===== config.mk =====
export PLATFORM = sky130hd
export DESIGN_NAME = vit_ctrl
export DESIGN_NICKNAME = d
export VERILOG_FILES = /design/src/design/vit_pkg.sv /design/src/design/vit_ctrl.sv
export SDC_FILE = /design/constraint.sdc
export NUM_CORES = 1
export LEC_CHECK = 0
export BUFFER_PORTS_ARGS = -buffer_cell sky130_fd_sc_hd__clkbuf_2
export CORE_AREA = 2 2 39 41
export DETAILED_ROUTE_END_ITERATION = 16
export DIE_AREA = 0 0 41 43
export MAX_ROUTING_LAYER = met4
export PLACE_DENSITY = 0.53
export SYNTH_ARGS = -nofsm -noshare
export SYNTH_HDL_FRONTEND = slang
export SYNTH_SLANG_ARGS = --single-unit

===== constraint.sdc =====
create_clock -name clk -period 1.4 [get_ports clk]
set_input_delay 0.28 -clock clk [delete_from_list [all_inputs] [get_ports clk]]
set_output_delay 0.28 -clock clk [all_outputs]
set_load 0.01 [all_outputs]

===== src/design/vit_pkg.sv =====
`timescale 1ns / 1ps
// ---------------------------------------------------------------------------
// vit_pkg
// Shared widths, codes, command and status types for the path metric scorer.
// ---------------------------------------------------------------------------
package vit_pkg;

	localparam int COST_W     = 24;
	localparam int ST_W       = 6;
	localparam int SYM_W      = 4;
	localparam int NUM_STATES = 64;
	localparam int CNT_W      = 7;
	localparam int TR_AW      = 2 * ST_W;
	localparam int EM_AW      = ST_W + SYM_W;
	localparam int PS_AW      = ST_W + 1;

	localparam logic [COST_W-1:0] COST_MAX = {COST_W{1'b1}};

	localparam logic [1:0] ACT_START   = 2'd0;
	localparam logic [1:0] ACT_TRANS   = 2'd1;
	localparam logic [1:0] ACT_EMIT    = 2'd2;
	localparam logic [1:0] ACT_OBSERVE = 2'd3;

	typedef struct packed {
		logic clr;
		logic load;
		logic obs;
		logic row;
		logic wr;
		logic ord;
		logic out;
	} cmd_t;

	typedef struct packed {
		logic clr_done;
		logic s_act;
		logic s_last;
		logic r_last;
		logic first;
		logic last;
		logic out_last;
	} sts_t;

	function automatic logic [COST_W-1:0] sat_add(input logic [COST_W-1:0] a,
		input logic [COST_W-1:0] b);
		logic [COST_W:0] s;
		s = {1'b0, a} + {1'b0, b};
		sat_add = (s >= {1'b0, COST_MAX}) ? COST_MAX : s[COST_W-1:0];
	endfunction

endpackage


===== src/design/vit_ctrl.sv =====
`timescale 1ns / 1ps
// ---------------------------------------------------------------------------
// vit_ctrl
// Sequencer: clearing pass, loads, row recursion and score readout.
// ---------------------------------------------------------------------------
module vit_ctrl import vit_pkg::*; (
	input  logic       clk,
	input  logic       arst_n,
	input  logic       start,
	input  logic [1:0] action,
	input  sts_t       sts,
	output cmd_t       cmd,
	output logic       busy
);

	localparam logic [2:0] S_CLR  = 3'd0;
	localparam logic [2:0] S_IDLE = 3'd1;
	localparam logic [2:0] S_ROW  = 3'd2;
	localparam logic [2:0] S_TAIL = 3'd3;
	localparam logic [2:0] S_WR   = 3'd4;
	localparam logic [2:0] S_ORD  = 3'd5;
	localparam logic [2:0] S_OUT  = 3'd6;

	logic [2:0] state_q, state_d;

	always_comb begin
		state_d = state_q;
		cmd     = '0;
		unique case (state_q)
			S_CLR: begin
				cmd.clr = 1'b1;
				if (sts.clr_done) state_d = S_IDLE;
			end
			S_IDLE: begin
				if (start) begin
					if (action == ACT_OBSERVE) begin
						cmd.obs = 1'b1;
						state_d = S_ROW;
					end else begin
						cmd.load = 1'b1;
					end
				end
			end
			S_ROW: begin
				cmd.row = 1'b1;
				if (!sts.s_act || sts.first || sts.r_last) state_d = S_TAIL;
			end
			S_TAIL: state_d = S_WR;
			S_WR: begin
				cmd.wr = 1'b1;
				if (!sts.s_last) state_d = S_ROW;
				else if (sts.last) state_d = S_ORD;
				else state_d = S_IDLE;
			end
			S_ORD: begin
				cmd.ord = 1'b1;
				state_d = S_OUT;
			end
			S_OUT: begin
				cmd.out = 1'b1;
				state_d = sts.out_last ? S_IDLE : S_ORD;
			end
			default: state_d = S_IDLE;
		endcase
	end

	always_ff @(posedge clk or negedge arst_n) begin
		if (!arst_n) begin
			state_q <= S_CLR;
		end else begin
			state_q <= state_d;
		end
	end

	assign busy = (state_q != S_IDLE);

endmodule


==> results.py, run 1 <==
metrics = {
    "sta": {
        "worst_slew_pin_slew_ns": 0.164,
        "max_freq_mhz": 687,
        "finalCritPeriodShare": 1.04,
        "final-hold-violation-count": 0,
        "rsz0062_at_grt": "yes",
        "fin_skew_ns": 0.00922,
        "finalCriticalPeriod_ns": 1.46,
        "relSlewSlack": 0.890,
        "setup_viol": 5,
        "slew_violations": 0,
        "whs_ns": 0.367,
        "timing.final.ws_setup_ns": -0.0555,
    },
    "detailed_routing": {
        "routed_via_density": 4.45,
        "firstDrtPassIters": 4,
        "drt-initial-drc-count": 7,
        "wl_um": 987,
        "num_vias": 369,
        "drc": 0,
        "antenna_left": 0,
        "routedWlPerCell_um": 11.9,
    },
    "placed_design": {
        "place_area_um2": 389,
        "dp_hpwl_um": 616,
        "pre_cts_ws_ns": 0.0588,
        "place_congestion": 0.780,
        "io_buffers": 19,
        "placed_cells": 67,
    },
    "cells_and_area": {
        "largestRegisters": "state_q: 3 flops",
        "fillCellCount": 137,
        "synthToLayoutAreaGrowth_pct": 109,
        "antenna_cells": 0,
        "fin_cells": 83,
        "largest_reg_flops": 3,
        "layout.cells.most_common_list": "12 x clkbuf_2, 8 x buf_4, 7 x buf_2",
        "design_area_um2": 576,
        "top_register": "state_q",
        "fin_nets": 80,
        "final_common_cell": "clkbuf_2",
        "drive_above_1_share": 0.731,
    },
    "yosys": {
        "yosysUniqueCellTypes": 19,
        "yosysSeqAreaShare": 0.273,
        "yosysWarnings": 0,
        "netlist_area_um2": 275,
        "ys_ff_latch": 3,
        "syn_area_per_cell_um2": 8.60,
        "syn_inst": 32,
        "synth.net_count": 44,
    },
    "grt": {
        "grt_pass1_wl_um": 1620,
        "grt_antenna_before_repair": 0,
        "grt_pass1_vias": 401,
        "grt_max_degree": 6,
        "grt.total_usage": 0.145,
        "overflow": 0,
    },
    "worst_setup_path": {
        "cp_max_fo": 5,
        "reg2reg_from": "state_q[0]$_DFFE_PN0P_",
        "cp-start-kind": "register",
        "worstReg2RegEnd": "state_q[0]$_DFFE_PN0P_",
        "worstSetupPathType": "reg2out",
        "end_kind": "output port",
        "rrSetupSlack_ns": 0.04,
        "worstSetupStartpoint": "state_q[1]$_DFFE_PN0P_",
        "reg2reg_depth": 5,
        "cp.required_ns": 1.12,
        "arrival_ns": 1.18,
    },
    "worst_hold_path": {
        "min_path_type": "in2async",
    },
    "run": {
        "drv_cap": 0,
    },
    "cts": {
        "cts_root_buffer": "clkbuf_4",
        "cts_sinks": 3,
        "clk_latency_ns": 0.24,
        "cts-buffers-inserted": 3,
        "cts_tree": "built",
        "clkTransAtPathRegs_ns": 0.04,
        "clock_path_buffers": 2,
        "cts_htree_levels": 1,
    },
    "pwr": {
        "p_leak_nw": 0.284,
        "p_per_area_nw_per_um2": 2080,
        "vdd_ir_drop_max_mv": 0.741,
    },
    "floorplanning": {
        "dieArea_um2": 1760,
        "fp.dieH_um": 43,
        "placeableCoreArea_um2": 1380,
        "pin_count": 20,
        "start_util": 0.199,
        "die_w_um": 41,
        "rows": 14,
    },
    "outcome": {
        "outcome": "finished, violations left",
        "violations": "negative setup slack",
    },
}
Yosys cell counts (all sizes together):
cell type	number	share of area
inv	3	0.041
nor3	6	0.11
dfrtp	3	0.27
nand2	3	0.041
nand3	1	0.018
a31oi	1	0.023
o22ai	1	0.023
o221a	1	0.041
xnor2	1	0.032
nor2	2	0.027
a221o	1	0.036
a32oi	1	0.032
nand4	1	0.077
buf	3	0.086
nor3b	2	0.095
nand2b	2	0.045
where the power goes:
part	internal, W	leakage (nW)	total (W)	switching (W)
Clock	0.000108	0.0150	0.000164	0.0000562
Combinational	0.000470	0.236	0.000823	0.000354
Sequential	0.000135	0.0329	0.000209	0.0000738
Total	0.000713	0.284	0.00120	0.000484
worst max path at each step:
stage | slack, ns | endpoint
after floorplan | 0.13 | cmd[5]
after global placement | 0.08 | cmd[1]
after detailed placement | 0.06 | cmd[1]
after CTS | -0.03 | cmd[1]
after global routing | -0.10 | cmd[3]
final | -0.06 | cmd[4]
cell type report:
class / instances / area (µm²) / area share
well taps: 16 / 20.0 / 0.0348
multi-input cells: 23 / 195 / 0.339
clock buffers: 4 / 26.3 / 0.0457
inverters: 3 / 13.8 / 0.0239
flip-flops and latches: 3 / 78.8 / 0.137
repair buffers: 34 / 241 / 0.420
metrics by stage:
stage / power, W / TNS [ns] / utilization
3_5_place_dp: 0.000669 / 0 / 0.281
5_1_grt: 0.00128 / -0.492 / 0.416
2_1_floorplan: 0.000526 / 0 / -
6_report: 0.00120 / -0.144 / 0.416
4_1_cts: 0.00111 / -0.138 / 0.394
3_3_place_gp: 0.000661 / 0 / 0.281
metal layers:
layer  track usage  vias to the layer above  routed length (µm)
met4         0.140                        0                  49
met2         0.209                       17                 525
met5             -                        -                   0
li1              -                      183                   -
met1         0.151                      163                 360
met3        0.0314                        6                  52
worst max-delay path, cell delays in order, from the launching register on:
cell and delay, ns:
dfrtp_2 0.44, buf_12 0.14, nor3_2 0.19, buf_2 0.16
repair_timing:
| action | in CTS | in global routing |
|---|---|---|
| gates resized for setup | 14 | 11 |
| endpoints found under the hold margin | 3 | 0 |
| hold buffers | 1 | 0 |
| endpoints found under the setup margin | 8 | 8 |
| pin swaps | 3 | 4 |
| buffers inserted | 9 | 2 |
kinds of logic after synthesis:
kind of cell | synth area share
AO/OA/AOI/OAI | 0.155
XOR/XNOR | 0.0318
buffers and inverters | 0.127
flip-flops | 0.273
AND/OR/NAND/NOR | 0.414
(Power assumes the default switching activity.)
==> run 2, diff against run 1 <==
- ABC_AREA: not set -> 1
- PLACE_DENSITY: 0.53 -> 0.56
==> run 2 against run 1 <==
Net effect: the run still ends with negative setup slack left; highest routed layer is now met3; critical path type unchanged; register-to-register slack better by 0.20 ns; worst hold slack worse by 0.058 ns; sequential power is 2% lower; clock skew is 0.0089 ns lower.
==> results.py, run 2 <==
metrics = {
    "grt": {
        "grt_pass1_wl_um": 1300,
        "grt_pass1_vias": 367,
        "grt_antenna_before_repair": 0,
        "top_usage_layer": "met2",
        "use_met2": 0.172,
        "use_met1": 0.123,
        "grt.total_usage": 0.108,
        "grt_util_met3": 0.0314,
        "grt_max_degree": 7,
        "overflow": 0,
    },
    "worst_setup_path": {
        "cp_max_fo": 4,
        "cp.required_ns": 1.12,
        "cpMaxStageDelayCell": "dfrtp_2",
        "end_kind": "output port",
        "worstSetupPathType": "reg2out",
        "cp-start-kind": "register",
        "worst_path_largest_cell_delay_ns": 0.43,
        "rrSetupSlack_ns": 0.24,
        "arrival_ns": 1.12,
        "worstReg2RegEnd": "state_q[0]$_DFFE_PN0P_",
        "path_cells": "inv_2, nor2_2, nand2_1, inv_1, clkbuf_2",
        "reg2reg_from": "state_q[1]$_DFFE_PN0P_",
        "reg2reg_depth": 7,
    },
    "cells_and_area": {
        "fin_nets": 92,
        "drive_above_1_share": 0.570,
        "antenna_cells": 0,
        "top_register": "state_q",
        "largest_reg_flops": 3,
        "multi_input_area_um2": 216,
        "largestRegisters": "state_q: 3 flops",
        "layout.cells.most_common_list": "14 x clkbuf_2, 10 x nand2_1, 8 x nand3_1",
        "regArea_um2": 77.6,
        "final_common_cell": "clkbuf_2",
        "fin_cells": 95,
        "final_util": 0.389,
        "synthToLayoutAreaGrowth_pct": 78.4,
        "fillCellCount": 156,
        "design_area_um2": 538,
    },
    "cts": {
        "clock_path_buffers": 2,
        "clk_latency_ns": 0.23,
        "cts-buffers-inserted": 3,
        "cts_root_buffer": "clkbuf_4",
        "cts_tree": "built",
        "cts_htree_levels": 1,
        "cts_sinks": 3,
        "clkTransAtPathRegs_ns": 0.04,
    },
    "sta": {
        "max_freq_mhz": 713,
        "relSlewSlack": 0.895,
        "final-hold-violation-count": 0,
        "setup_viol": 1,
        "finalCriticalPeriod_ns": 1.40,
        "finalCritPeriodShare": 1.00,
        "slew_violations": 0,
        "fin_skew_ns": 0.000278,
        "setup_tns_ns": -0.00223,
        "timing.final.ws_setup_ns": -0.00223,
        "worst_slew_pin_slew_ns": 0.157,
        "rsz0062_at_grt": "yes",
    },
    "yosys": {
        "synth_edf_count": 0,
        "synthMuxAreaShare": 0,
        "yosys.area.top_type_share": 0.249,
        "synthAdderAreaFrac": 0,
        "syn_area_per_cell_um2": 6.03,
        "synthSimpleGateAreaFrac": 0.585,
        "yosysSeqAreaShare": 0.249,
        "yosys-top-cells-count": "11 x nand2_1, 10 x inv_1, 9 x nand3_1",
        "syn_inst": 50,
        "synth_xor_xnor_area_share": 0,
        "yosys.area.top_type": "dfrtp_1",
        "netlist_area_um2": 302,
        "yosysWarnings": 0,
        "synthTopCellsByArea": "dfrtp_1 25%, nand3_1 15%, nand2_1 14%, inv_1 12%, nand3b_1 7.5%",
        "yosysUniqueCellTypes": 13,
        "synth-compound-area-share": 0.0166,
        "ys_ff_latch": 3,
        "synth.net_count": 62,
        "synth.most_common_cell": "nand2_1",
        "async_flop_share": 1.00,
        "synth_ff_type": "dfrtp_1",
        "synth_top_family_by_area": "simple AND/OR/NAND/NOR gates",
    },
    "worst_hold_path": {
        "min_path_type": "in2reg",
        "min_to": "state_q[2]$_DFFE_PN0P_",
        "holdPathStages": 3,
        "hp-start": "sts[1]",
    },
    "placed_design": {
        "placed_cells": 86,
        "io_buffers": 19,
        "dp_hpwl_um": 599,
        "pre_cts_ws_ns": 0.127,
        "place_area_um2": 424,
        "place_congestion": 0.728,
    },
    "detailed_routing": {
        "routedWlPerCell_um": 8.65,
        "drt-initial-drc-count": 8,
        "firstDrtPassIters": 3,
        "wl_um": 822,
        "num_vias": 406,
        "antenna_left": 0,
        "drc": 0,
        "routed_via_density": 4.27,
    },
    "pwr": {
        "p_per_area_nw_per_um2": 2090,
        "p_leak_nw": 0.313,
        "vdd_ir_drop_max_mv": 0.771,
    },
    "floorplanning": {
        "fp.dieH_um": 43,
        "die_w_um": 41,
        "dieArea_um2": 1760,
        "pin_count": 20,
        "rows": 14,
        "placeableCoreArea_um2": 1380,
        "start_util": 0.218,
    },
    "outcome": {
        "outcome": "finished, violations left",
        "violations": "negative setup slack",
    },
    "run": {
        "drv_cap": 0,
    },
}
## run 2: changes by cell type after synthesis, sizes merged, moves of 3 or more
cell and change:
nand3 +9, inv +9, nor2 +5, nand3b +3
nor3 -4, buf -3, nand2 +8
## run 2: report_power, final
part | total (W) | switching [W] | internal (W)
clock network | 0.000151 | 0.0000441 | 0.000107
logic | 0.000767 | 0.000414 | 0.000353
registers | 0.000205 | 0.0000703 | 0.000135
total | 0.00112 | 0.000528 | 0.000595
## run 2: timing repair
item | 4_1_cts | 5_1_grt
hold endpoints to repair | 3 | 0
hold buffers | 1 | 0
pin swaps | 0 | 1
gates cloned | 0 | 0
endpoints found under the setup margin | 6 | 7
setup buffers | 3 | 1
gates resized for setup | 4 | 16
## run 2: kinds of logic (layout without fill, tap and decap cells)
kind of cell,count (synthesis),after routing
flops,3,3
buf+inv,12,41
simple gates,34,34
compound gates,1,1
## run 2: area by class of cell
cell class | count | area share
multi-input combinational | 35 | 0.402
timing repair buffer | 25 | 0.284
sequential | 3 | 0.144
inverter | 12 | 0.0837
clock buffer | 4 | 0.0488
tap | 16 | 0.0372
## run 2: critical path: cells and delay by family, from the launching register on
kind,cells,cell delay [ns]
flops,1,0.43
buf+inv,3,0.27
simple gates,2,0.19
## run 2: per-stage QoR
step / hold WS [ns] / power (W)
floorplan: -0.0156 / 0.000569
global placement: 0.0793 / 0.000750
detailed placement: 0.0798 / 0.000752
CTS: 0.306 / 0.000991
global route: 0.312 / 0.00123
finish: 0.309 / 0.00112
## run 2: per-layer routing
metal,vias to the layer above,routed length (µm)
li1,215,-
met1,182,333
met2,9,443
met3,0,45
met4,0,0
met5,-,0
## run 2: worst max-delay path by stage
stage | endpoint | depth (start not counted) | startpoint
floorplan | cmd[4] | 3 | state_q[2]$_DFFE_PN0P_
global placement | cmd[5] | 4 | state_q[2]$_DFFE_PN0P_
detailed placement | cmd[4] | 4 | state_q[2]$_DFFE_PN0P_
CTS | cmd[4] | 4 | state_q[1]$_DFFE_PN0P_
global route | cmd[1] | 5 | state_q[0]$_DFFE_PN0P_
finish | cmd[1] | 5 | state_q[0]$_DFFE_PN0P_
